File: config.mk
export PLATFORM = sky130hd
export DESIGN_NAME = vn_div_lane
export DESIGN_NICKNAME = d
export VERILOG_FILES = /design/src/rtl/vn_pkg.sv /design/src/rtl/vn_div_lane.sv
export SDC_FILE = /design/constraint.sdc
export NUM_CORES = 2
export LEC_CHECK = 0
export BUFFER_PORTS_ARGS = -buffer_cell sky130_fd_sc_hd__buf_2
export CAP_MARGIN = 15
export CORE_ASPECT_RATIO = 2
export CORE_MARGIN = 2
export CORE_UTILIZATION = 36
export DETAILED_ROUTE_END_ITERATION = 10
export PLACE_DENSITY_LB_ADDON = 0.08
export SYNTH_ARGS = -nofsm -noshare
export SYNTH_HDL_FRONTEND = slang
export SYNTH_SLANG_ARGS = --single-unit
File: constraint.sdc
create_clock -name i_clk -period 4.9 [get_ports i_clk]
set_clock_uncertainty 0.05 [all_clocks]
set_input_delay 0.735 -clock i_clk [delete_from_list [all_inputs] [get_ports i_clk]]
set_output_delay 0.735 -clock i_clk [all_outputs]
set_load 0.01 [all_outputs]
File: src/rtl/vn_pkg.sv
// ----------------------------------------------------------------------------
// vn_pkg: shared constants and types of the vector normalizer
// Widths of the component, root, remainder and quotient paths, plus the
// structs that travel down the pipeline.
// ----------------------------------------------------------------------------
package vn_pkg;

    localparam int COMPONENT_BITS = 32;
    localparam int CB             = COMPONENT_BITS;
    localparam int OUT_W          = 32;
    localparam int OUT_FRAC       = 30;
    localparam int IN_FRAC        = 16;
    localparam int PT_SHIFT       = OUT_FRAC - IN_FRAC;

    // Sum of three squares of magnitudes up to 2^(CB-1) stays below 2^(2*CB).
    localparam int SUM_W     = 2 * CB;
    localparam int RT_W      = CB + 1;
    localparam int T_W       = 2 * CB + 2;
    localparam int SQ_STAGES = CB + 1;

    // One integer quotient bit and OUT_FRAC fraction bits.
    localparam int Q_W       = OUT_FRAC + 1;
    localparam int DV_STAGES = Q_W;
    localparam int R_W       = CB + 1;

    // Input register, squares, sum, root stages, divider stages.
    localparam int D0     = 3 + SQ_STAGES;
    localparam int N_PIPE = D0 + DV_STAGES;

    typedef struct packed {
        logic [2:0]                neg;
        logic                      unit;
        logic                      zero;
        logic [2:0][CB-1:0]        mag;
        logic [2:0][OUT_W-1:0]     pt;
    } t_side;

    typedef struct packed {
        logic [2:0][OUT_W-1:0]     comp;
        logic                      zero;
    } t_result;

endpackage

File: src/rtl/vn_div_lane.sv
// ----------------------------------------------------------------------------
// vn_div_lane: pipelined fraction divider for one component
// Computes floor(mag * 2^30 / len) with mag <= len, one quotient bit per
// stage. Three copies run side by side, one per component.
// ----------------------------------------------------------------------------
module vn_div_lane (
    input  logic                     i_clk,
    input  logic                     i_en,
    input  logic [vn_pkg::CB-1:0]    i_mag,
    input  logic [vn_pkg::CB-1:0]    i_len,
    output logic [vn_pkg::Q_W-1:0]   o_quo
);

    logic [vn_pkg::R_W-1:0] r_rem [vn_pkg::DV_STAGES];
    logic [vn_pkg::R_W-1:0] r_len [vn_pkg::DV_STAGES];
    logic [vn_pkg::Q_W-1:0] r_quo [vn_pkg::DV_STAGES];

    genvar s;
    generate
        for (s = 0; s < vn_pkg::DV_STAGES; s++) begin : g_stage
            logic [vn_pkg::R_W-1:0] rem_sh;
            logic [vn_pkg::R_W-1:0] len_in;
            logic [vn_pkg::Q_W-1:0] quo_sh;
            logic [vn_pkg::R_W-1:0] n_rem;
            logic [vn_pkg::Q_W-1:0] n_quo;

            if (s == 0) begin : g_first
                assign rem_sh = {1'b0, i_mag};
                assign len_in = {1'b0, i_len};
                assign quo_sh = '0;
            end else begin : g_next
                // The remainder stays below len < 2^CB, so the shift cannot overflow.
                assign rem_sh = r_rem[s-1] << 1;
                assign len_in = r_len[s-1];
                assign quo_sh = r_quo[s-1] << 1;
            end

            always_comb begin
                if (rem_sh >= len_in) begin
                    n_rem = rem_sh - len_in;
                    n_quo = quo_sh | {{(vn_pkg::Q_W-1){1'b0}}, 1'b1};
                end else begin
                    n_rem = rem_sh;
                    n_quo = quo_sh;
                end
            end

            always_ff @(posedge i_clk) begin
                if (i_en) begin
                    r_rem[s] <= n_rem;
                    r_len[s] <= len_in;
                    r_quo[s] <= n_quo;
                end
            end
        end
    endgenerate

    assign o_quo = r_quo[vn_pkg::DV_STAGES-1];

endmodule
Word level (Yosys, flattened, before mapping)
Memories as Yosys holds them, arrays and structs flattened.
Index checks and enable logic that the tools add are counted.
Widths: inputs -> output; s select.
{"block": "totals", "ramBits": 3007, "mem_count": 3, "out_inout_bits": 31, "ff_bits": 0, "input_bits": 66, "elab_cells": 129}
{"name": "r_len", "words": 31, "width": 33, "rd": 30, "rd_ports_with_merged_regs": 0, "wr": 31, "line": "vn_div_lane.sv:15", "rtl": "logic [vn_pkg::R_W-1:0] r_len [vn_pkg::DV_STAGES];"}
{"name": "r_rem", "words": 31, "width": 33, "rd": 30, "rd_ports_with_merged_regs": 0, "wr": 31, "line": "vn_div_lane.sv:14", "rtl": "logic [vn_pkg::R_W-1:0] r_rem [vn_pkg::DV_STAGES];"}
{"name": "r_quo", "words": 31, "width": 31, "rd": 31, "rd_ports_with_merged_regs": 0, "wr": 31, "line": "vn_div_lane.sv:16", "rtl": "logic [vn_pkg::Q_W-1:0] r_quo [vn_pkg::DV_STAGES];"}
{"block": "classes", "order_cmp": 31, "mux": 64, "n_addsub": 31}
{"op": "$mux 33", "count": 31}
{"op": "$ge 33x33->1", "count": 30}
{"op": "$sub 33x33->33", "count": 30}
{"op": "$mux 1", "count": 33}
{"op": "$sub 32x32->33", "count": 1}
{"op": "$ge 32x32->1", "count": 1}

Depth between registers and ports, before layout
An unclocked memory read counts as a cell.
{"block": "logic_depth", "word_depth": 3, "ltp_mapped": 16, "depth_no_buf": 14}

Worst setup path before layout
OpenSTA, ideal clock, no wires.
{"block": "synth_path", "path_kind": "input -> register", "start": "input port i_len[10] (netlist name)", "end": "memory r_rem[0][1] (netlist name), data pin", "cell_stages": 13, "required_time_ns": 4.590, "path_buffers": 2, "arrival_ns": 3.330, "slack_ns": 1.260, "cell_sequence": "inv_1 -> ha_1 -> and3_1 -> and3_1 -> a211oi_1 -> a21boi_1 -> o211ai_1 -> a21oi_1 -> o21ai_0 -> a221oi_2 -> buf_2 -> buf_2 -> o21ai_0"}
{"item": "start: declaration", "line": "vn_div_lane.sv:10", "rtl": "input logic [vn_pkg::CB-1:0] i_len,"}
{"item": "end: declaration", "line": "vn_div_lane.sv:14"}

==> flow_summary.toml <==
[placed_design]
dpl.hpwl_mm = 392.3
place_inst = 17310
dpl_cell_area_um2 = 146100
finalWeightedCongestion = 0.9897
port_buffers = 96

[global_routing]
grt_pass1_vias = 105200
grt_pass1_wl_mm = 676.0
antenna_found_initial = 22
grt_overflow = 0
grt_start_max_net_pins = 142
grt_usage_pct = 24.80

[finish]
layout_common_cells = "2416 x edfxtp_1, 1201 x inv_1, 991 x ha_1, 957 x a21oi_1, 916 x nand2_1"
layout.nets = 13750
instances_no_fill = 17870
fillCellCount = 35480
area_delta_synth_final_pct = 14.35
drive_gt1_share_pct = 11.31
ff_latch_area_um2 = 72550
fin_area_um2 = 154700
layout_commonest_cell = "edfxtp_1"
multiInputGateArea_um2 = 57280

[clocking]
cts_buffer_depth = 4
cts_tree = "built"
cts_root_buf = "clkbuf_16"
path_clk_slew_ps = 70
clock_latency_ps = 1000
h-tree-depth = 4
cts-buffers-inserted = 245
cts_sinks = 2416

[timing]
fin_tns_setup_ps = -60.31
hold_ws_ps = 104.7
period_share_pct = 101.2
finalSetupViolations = 1
rsz0062_at_grt = "false"
drv_slew = 0
max_clock_freq_mhz = 201.6
hold_viol = 0
worst_slew_pin_slew_ps = 1290
slew_headroom_pct = 13.10
fin_crit_ps = 4960
finalWorstSetupSlack_ps = -60.31

[synth]
synth_flop_cell = "edfxtp_1"
yosysSeqAreaShare_pct = 53.62
synth_nets = 13090
syn_area_um2 = 135300
avgSynthCellArea_um2 = 11.27
netlist_instances = 12010
synth_top_cell_by_area = "edfxtp_1"
yosys_warnings = 0
synth_edf_count = 2416
synth_top_cells_by_area = "edfxtp_1 54%, ha_1 9.2%, a21oi_1 3.6%"
synth-async-reset-ratio_pct = 0
yosysTopAreaCellShare_pct = 53.62
ys_types = 100
synth_seq_cells = 2416

[setup_path]
endpoint_kind = "flip-flop"
path_class = "reg2reg"
worstPathRequired_ps = 5480
path_max_fanout = 38
cp-start-kind = "flip-flop"
cp.arrival_ps = 5540

[detailed_routing]
drt_iter0_drc = 4144
vias = 96090
ant_nets = 0
dr.pass1.iters = 6
wl_per_cell_um = 27.03
viasPerCell = 5.379
drt-total-wl_mm = 482.8
drc = 0

[floorplan]
start_util_pct = 36.14
rows = 318
core_area_um2 = 374400
die_h_um = 871.0
ios = 97
dieWidth_um = 437.5
die_area_um2 = 381100

[run_status]
violations = "setup timing"
run_status = "complete, but fails checks"

[power_and_ir_drop]
p_total_uw = 111900
powerDensity_nw_per_um2 = 723.1
p_leak_uw = 0.06363
ir_worst_vdd_mv = 0.4161

[hold_path]
min_path_type = "in2reg"

[job]
maxCapViolCount = 0
[logic make-up after synthesis]
logic type               synth area share, %
multiplexers                           2.919
adder cells (fa/ha/maj)                9.607
flip-flops                             53.62
AND/OR/NAND/NOR                        9.224
XOR/XNOR                               5.185
AO/OA/AOI/OAI                          15.13
buffers and inverters                  4.321
[synthesized netlist by cell type (36+ instances only)]
| master | number |
|---|---|
| o21bai_1 | 87 |
| a21oi_1 | 960 |
| and2_1 | 56 |
| a211o_1 | 39 |
| xnor2_1 | 452 |
| a211oi_1 | 57 |
| nand4_1 | 166 |
| inv_1 | 1201 |
| ha_1 | 991 |
| and3_1 | 82 |
| nand2_1 | 916 |
| nor2_1 | 598 |
| a21o_1 | 552 |
| nand2b_1 | 156 |
| mux2_2 | 238 |
| clkbuf_1 | 243 |
| mux2_4 | 53 |
| edfxtp_1 | 2416 |
| and4_1 | 37 |
| nor2b_1 | 157 |
| o211ai_1 | 40 |
| o21ai_0 | 893 |
| xor2_1 | 349 |
| a31oi_1 | 96 |
| nor3_1 | 111 |
| or3_1 | 36 |
| nand3_1 | 197 |
| buf_2 | 53 |
| o31a_1 | 41 |
| o31ai_1 | 84 |
| o21a_1 | 129 |
[metal layers]
layer / global-route usage, % / vias up / part of all wire, %
met2: 56.65 / 2045 / 64
met3: 2.392 / 1463 / 2.1
met5: 0 / - / 0.0027
met1: 12.56 / 47380 / 20
met4: 28.42 / 2 / 14
li1: - / 45200 / -
[what timing repair did]
action / in CTS / in global routing
endpoints found under the hold margin: 59 / 0
pin swaps: 2 / 0
gates resized for setup: 4 / 5
endpoints found under the setup margin: 51 / 64
setup buffers: 4 / 2
hold buffers: 59 / 0
[worst paths after layout]
path	start	to	depth (start not counted)	slack (ps)
worst max-delay path	r_len[1][259]	r_rem[1][288]	14	-60
worst max register to register	r_len[1][259]	r_rem[1][288]	14	-60
worst min-delay path	i_mag[28]	r_rem[0][28]	3	100
worst min register to register	r_len[1][375]	r_len[1][408]	0	340
[registers in the layout (all words and copies together), names as in the netlist]
| signal | flops |
|---|---|
| r_quo | 496 |
| r_rem | 960 |
| r_len | 960 |
[worst max-delay path, cell delays in order, from the launching register on]
cell and delay (ps):
edfxtp_1 760, inv_1 100, ha_1 430, nand2_1 350, nor4_1 560, buf_4 190, nand4_1 100, buf_4 210
o21ai_0 160, a21oi_1 140, o21bai_1 170, a41o_1 240, a211oi_4 110, buf_4 270, o21ai_0 690
[through the flow]
step	setup slack, ps	util [%]
finish	-60.31	41.33
global route	5.151	41.32
global placement	-348.5	39.00
detailed placement	-304.7	39.01
CTS	1.656	41.29
floorplan	1260	-
[where the power goes]
part | internal, µW | leakage (µW) | switching, µW
logic | 23500 | 0.0361 | 34600
clock network | 10700 | 0.00385 | 8700
registers | 30900 | 0.0237 | 3480
total | 65100 | 0.0636 | 46800
[layout make-up]
cell class,count,share of cell area (%)
flip-flops and latches,2416,46.89
repair buffers,730,4.018
inverters,1201,2.913
well taps,4960,4.011
diodes,38,0.06146
clock buffers,290,4.099
clock inverters,158,0.9881
multi-input cells,8072,37.02
No activity file was read; power rests on OpenSTA's default activity.
