$ cat config.mk
export PLATFORM = sky130hd
export DESIGN_NAME = vn_sqrt
export DESIGN_NICKNAME = d
export VERILOG_FILES = /design/src/rtl/vn_pkg.sv /design/src/rtl/vn_sqrt.sv
export SDC_FILE = /design/constraint.sdc
export NUM_CORES = 2
export LEC_CHECK = 0
export ABC_CLOCK_PERIOD_IN_PS = 10930
export BUFFER_PORTS_ARGS = -buffer_cell sky130_fd_sc_hd__buf_2
export CORE_MARGIN = 5
export CORE_UTILIZATION = 35
export CTS_CLUSTER_SIZE = 14
export DETAILED_ROUTE_END_ITERATION = 12
export PLACE_DENSITY = 0.52
export SYNTH_ARGS = -nofsm -noshare
export SYNTH_HDL_FRONTEND = slang
export SYNTH_SLANG_ARGS = --single-unit
$ cat constraint.sdc
create_clock -name i_clk -period 10.93 [get_ports i_clk]
set_input_delay 1.093 -clock i_clk [delete_from_list [all_inputs] [get_ports i_clk]]
set_output_delay 1.093 -clock i_clk [all_outputs]
set_load 0.03 [all_outputs]
$ cat src/rtl/vn_pkg.sv
// ----------------------------------------------------------------------------
// vn_pkg: shared constants and types of the vector normalizer
// Widths of the component, root, remainder and quotient paths, plus the
// structs that travel down the pipeline.
// ----------------------------------------------------------------------------
package vn_pkg;

    localparam int COMPONENT_BITS = 32;
    localparam int CB             = COMPONENT_BITS;
    localparam int OUT_W          = 32;
    localparam int OUT_FRAC       = 30;
    localparam int IN_FRAC        = 16;
    localparam int PT_SHIFT       = OUT_FRAC - IN_FRAC;

    // Sum of three squares of magnitudes up to 2^(CB-1) stays below 2^(2*CB).
    localparam int SUM_W     = 2 * CB;
    localparam int RT_W      = CB + 1;
    localparam int T_W       = 2 * CB + 2;
    localparam int SQ_STAGES = CB + 1;

    // One integer quotient bit and OUT_FRAC fraction bits.
    localparam int Q_W       = OUT_FRAC + 1;
    localparam int DV_STAGES = Q_W;
    localparam int R_W       = CB + 1;

    // Input register, squares, sum, root stages, divider stages.
    localparam int D0     = 3 + SQ_STAGES;
    localparam int N_PIPE = D0 + DV_STAGES;

    typedef struct packed {
        logic [2:0]                neg;
        logic                      unit;
        logic                      zero;
        logic [2:0][CB-1:0]        mag;
        logic [2:0][OUT_W-1:0]     pt;
    } t_side;

    typedef struct packed {
        logic [2:0][OUT_W-1:0]     comp;
        logic                      zero;
    } t_result;

endpackage

$ cat src/rtl/vn_sqrt.sv
// ----------------------------------------------------------------------------
// vn_sqrt: pipelined integer square root
// Restoring digit-by-digit root, one result bit per stage, most significant
// bit first. All stages advance together on i_en.
// ----------------------------------------------------------------------------
module vn_sqrt (
    input  logic                       i_clk,
    input  logic                       i_en,
    input  logic [vn_pkg::SUM_W-1:0]   i_sum,
    output logic [vn_pkg::RT_W-1:0]    o_root
);

    logic [vn_pkg::SUM_W-1:0] r_rem  [vn_pkg::SQ_STAGES];
    logic [vn_pkg::RT_W-1:0]  r_root [vn_pkg::SQ_STAGES];

    genvar s;
    generate
        for (s = 0; s < vn_pkg::SQ_STAGES; s++) begin : g_stage
            localparam int B = vn_pkg::CB - s;
            logic [vn_pkg::SUM_W-1:0] rem_in;
            logic [vn_pkg::RT_W-1:0]  root_in;
            logic [vn_pkg::T_W-1:0]   trial;
            logic [vn_pkg::SUM_W-1:0] n_rem;
            logic [vn_pkg::RT_W-1:0]  n_root;

            if (s == 0) begin : g_first
                assign rem_in  = i_sum;
                assign root_in = '0;
            end else begin : g_next
                assign rem_in  = r_rem[s-1];
                assign root_in = r_root[s-1];
            end

            // (root + 2^B)^2 - root^2, valid since the bits of root below B are zero.
            always_comb begin
                trial = ({{(vn_pkg::T_W-vn_pkg::RT_W){1'b0}}, root_in} << (B + 1))
                      + ({{(vn_pkg::T_W-1){1'b0}}, 1'b1} << (2 * B));
                if ({2'b00, rem_in} >= trial) begin
                    n_rem  = rem_in - trial[vn_pkg::SUM_W-1:0];
                    n_root = root_in | ({{(vn_pkg::RT_W-1){1'b0}}, 1'b1} << B);
                end else begin
                    n_rem  = rem_in;
                    n_root = root_in;
                end
            end

            always_ff @(posedge i_clk) begin
                if (i_en) begin
                    r_rem[s]  <= n_rem;
                    r_root[s] <= n_root;
                end
            end
        end
    endgenerate

    assign o_root = r_root[vn_pkg::SQ_STAGES-1];

endmodule

After elaboration in Yosys (flattened, before gate mapping)
Memory sizes are Yosys's and may differ from the RTL's.
Index checks and enable logic that the tools add are counted.
{ "totals": {"reg_bits": 0, "ram_bits": 3201, "in_bits": 66, "output_inout_bits": 33, "elab_cells": 166, "n_memories": 2} }
{ "classes": {"addsub": 64, "order_cmp": 33, "muxes": 67} }
{ "memory_table": {"columns": ["memory", "words", "width", "read_ports", "rd_clocked_by_memory_dff", "write_ports", "line", "rtl"], "rows": [
  ["r_rem", 33, 64, 32, 0, 33, "vn_sqrt.sv:13", "logic [vn_pkg::SUM_W-1:0] r_rem [vn_pkg::SQ_STAGES];"],
  ["r_root", 33, 33, 33, 0, 33, "vn_sqrt.sv:14", "logic [vn_pkg::RT_W-1:0] r_root [vn_pkg::SQ_STAGES];"]
]} }
{ "ops": {"columns": ["operator", "n"], "rows": [
  ["$mux 64", 32],
  ["$sub 64x64->64", 3],
  ["$add 65x63->66 const B", 1],
  ["$ge 64x66->1", 1],
  ["$add 64x61->65 const B", 1],
  ["$ge 64x65->1", 1],
  ["$ge 64x65->1 const B", 1],
  ["$add 63x59->64 const B", 1],
  ["$ge 64x35->1", 1],
  ["$ge 64x36->1", 1],
  ["$ge 64x37->1", 1],
  ["$ge 64x38->1", 1],
  ["$ge 64x39->1", 1],
  ["$ge 64x40->1", 1],
  ["$ge 64x41->1", 1],
  ["$ge 64x42->1", 1],
  ["$ge 64x43->1", 1],
  ["$ge 64x44->1", 1],
  ["$ge 64x45->1", 1],
  ["$ge 64x46->1", 1],
  ["$ge 64x47->1", 1],
  ["$ge 64x48->1", 1],
  ["$ge 64x49->1", 1],
  ["$ge 64x50->1", 1],
  ["105 further kinds", 107]
]} }

Logic depth before layout (Yosys ltp)
An unclocked memory read counts as a cell.
{ "logic_depth": {"depth_word": 4, "mapped_depth": 14, "ltp_nobuf": 12} }

Worst setup path after synthesis
No wires, ideal clock.
{ "synth_timing": {"path_kind": "reg-to-reg", "startpoint": "memory r_rem[0][1495] (netlist name)", "endpoint": "memory r_rem[0][1591] (netlist name) (data pin)", "setup_time_ps": 266, "arrival_time_ps": 3298, "t_required_ps": 10664, "path_slack_ps": 7366, "stages_incl_launch_ff": 11, "n_path_buf": 1, "period_less_slack_ps": 3564, "path_cell_list": "edfxtp_1 -> ha_1 -> and3_1 -> a221o_1 -> a31oi_1 -> o211ai_1 -> a311oi_1 -> or2_2 -> clkbuf_1 -> nor3_1 -> xor2_1"} }
{ "synth_rtl": {"columns": ["element", "line"], "rows": [
  ["start: declaration", "vn_sqrt.sv:13"]
]} }

==> run summary <==
Status: finished, final reports clean
Worst setup margin: 5.69 ns
Mean area per synthesized cell: 12.6 um2
Worst-Margin Slew: 1.27 ns
Post-CTS setup buffers: 0
Routed wire length: 331 mm
WP depth: 12
Final period util: 47.9%
Critical path class: flip-flop to flip-flop
DRT iter0 DRCs: 5,729
TritonCTS buffer count: 287
Synth top area share: 62.9%
Final hold slack: 0.378 ns
Inst Count DP: 14,300
Worst setup path startpoint: r_rem[0][1679]
Critical Path AT: 5.81 ns
Final Skew: 0.0511 ns
Slowest CP cell: nor4_1
Post-Place Setup Slack: 5.69 ns
Main synth FF type: edfxtp_1
Worst VDD drop: 0.138 mV
Period minus WS final: 5.24 ns
Crit path buf inv count: 2
Vias: 77,400
Top delay family on crit path: simple AND/OR/NAND/NOR gates
Routability Congestion: 0.892
# clock sinks: 2,576
Max Used Layer: met4
Hold Fails Final Rpt: 0
Fin util: 39.5%
Vias in the first global route: 78,100
RR Endpoint: r_rem[0][1780]
Most common cell in the netlist: edfxtp_1
Cts repair resizes: 0
WL/cell: 22.3 um
Max Fanout on Critical Path: 40
First-pass GRT wire length: 492 mm
Asr flop ratio synth: 0%
Vias per cell: 5.23
Min-delay worst type: input pin to flip-flop
Area grow syn2layout: 12.4%
Worst Path Required: 11.50 ns
Final Instance Area: 0.138 mm2
Die ar.: 0.363 mm2
Syn_nets: 10,400
TritonCTS clock tree: built
CP Capture Type: flip-flop
Non-Filler Instances: 14,800
Ports: 99
RSZ-0062 raised after global routing: no
Hold-fix buffers, CTS: 0
Clk_lat worst skew: 0.89 ns
Power Density: 211 mW/mm2
DR WL met3: 10.5 mm
R2R Setup Slk: 5.69 ns
Met2 WL post-DR: 179 mm
Tot GR Track Use: 17.6%
# port buffers: 97
CTS clk-pin slew, worst paths: 0.06 ns
Synthesis-stage register bit count: 2,576
Register area share after synthesis: 62.9%
Slew headroom: 14.7%
Yosys Warn Count: 0
R2R cell count: 12
Area contributors post-synth: edfxtp_1, ha_1, xnor2_1, xor2_1, a21oi_1
Setup TNS: 0 ns
Distinct cells, synth: 85
Worst path max stage delay: 0.87 ns
Final #Nets: 10,600
Grt ovf: 0
End of the critical path: r_rem[0][1780]
WL met1: 122 mm
FF+latch area: 0.0774 mm2
Cells after synthesis: 9,741
CTS Root Cell: clkbuf_16
Post-synth EDFFs: 2,576
Maxcap violations: 0
Dpl cell area: 0.129 mm2
CTS Buffer Depth: 4
Leakage: 51.0 nW
Chip width: 603 um
Setup-failing EPs final: 0
Critical path launch point type: flip-flop
Largest net degree at the start of global routing: 210
Final ANT Viol Nets: 0
Top post-synthesis cells by count: edfxtp_1, inv_1, nor2_1, a21oi_1, ha_1
Core area: 0.350 mm2
Initial antenna violation count: 6
# fillers: 32,900
F_max: 0.191 GHz
Critical-path cell list: ha_1 > or4b_2 > nor4_1 > nand4_1 > nand3_1 > or4_1 > nand2_1 > inv_1 > buf_4 > nand2_1 > nor4_1 > xor2_1
Area of the multi-input gates: 0.0422 mm2
DP Wirelength: 253 mm
Worst R2R Start: r_rem[0][1679]
Overall power: 29.2 mW
Detailed Routing Iterations Pass 1: 6
Share of cells above drive strength 1: 7.21%
Row count: 217
Initial core utilization: 35.2%
# DRC: 0
CTS HTree Levels: 5
Final Max Tran Viols: 0
Cell area after synthesis: 0.123 mm2
Yosys top cell by area: edfxtp_1
Die height: 603 um
[per-layer routing]
layer / track usage, % / up-vias
met5: 0 / -
met4: 8.91 / 0
met3: 1.88 / 606
met2: 33.8 / 1610
met1: 19.0 / 38100
li1: - / 37100
[cells in the final DEF, fill, tap and decap left out, types with 23 or more instances in the layout]
cell type  netlist  layout
a21oi_1        624     623
o31ai_1         52      52
nand3_1        165     165
mux2_2          90      90
nand4_1        185     185
o21a_1          95      95
clkinv_1         0      59
buf_2            3      96
xnor2_1        475     475
edfxtp_1      2576    2576
a31oi_1         54      54
xor2_1         397     397
o21bai_1        58      58
bufinv_16        0      24
clkbuf_1       175      60
nor4b_1         53      53
o211ai_1        33      33
buf_4            1      45
or3_1          103     103
a21boi_0        23      23
and2_1          34      34
clkinv_2         0      50
nor4_1         352     349
and3_1          41      41
a211oi_1        48      47
nand2b_1       111     111
nor3_1         271     270
nand3b_1        29      29
nand2_1        554     554
clkbuf_16        0     294
o21ai_0        404     404
ha_1           558     558
inv_1          721     721
nor2b_1         58      58
nand4b_1        26      26
or2_2           40      40
or4_1           74      74
a21o_1         229     229
nor2_1         688     687
[area by class of cell]
type / instances / area share, %
Multi-Input combinational cell: 6241 / 30.5
Clock buffer: 354 / 5.49
Inverter: 723 / 1.96
Antenna cell: 4 / 0.00724
Clock inverter: 161 / 1.07
Tap cell: 4599 / 4.16
Timing Repair Buffer: 155 / 0.795
Sequential cell: 2576 / 56.0
[worst min-delay path by stage]
stage          slack [ns]              to      startpoint  cells past startpoint
4_1_cts              0.29    r_rem[0][57]       i_sum[57]                      1
3_5_place_dp         0.43   r_rem[0][916]   r_rem[0][852]                      0
6_report             0.38     r_rem[0][2]        i_sum[2]                      1
3_3_place_gp         0.43  r_rem[0][1732]  r_rem[0][1668]                      0
5_1_grt              0.32    r_rem[0][30]       i_sum[30]                      1
2_1_floorplan        0.42  r_rem[0][1488]  r_rem[0][1424]                      0
[flip-flops by register name (all words and copies together), names as in the netlist]
name / count
r_rem: 2048
r_root: 528
[report_power, final]
part	switching (mW)	leakage [nW]	total, mW	internal [mW]
Clock	3.92	4.43	9.42	5.50
Combinational	3.66	21.7	6.09	2.44
Sequential	1.15	24.8	13.7	12.5
[worst register-to-register path, cell delays in order, from the launching register on]
cell,delay [ns]
edfxtp_1,0.39
ha_1,0.37
or4b_2,0.61
nor4_1,0.87
nand4_1,0.37
nand3_1,0.20
or4_1,0.15
nand2_1,0.57
inv_1,0.25
buf_4,0.43
nand2_1,0.12
nor4_1,0.48
xor2_1,0.14
[cells by family after synthesis]
logic type | share of synthesized area [%]
and+or+nand+nor | 12.0
DFF | 62.9
AOI/OAI and AO/OA | 9.42
buffers and inverters | 2.84
xor gates and xnor gates | 6.21
adders and majority gates | 5.68
muxes | 0.898
other | 0.00305
Power figures use the tool's default switching activity.
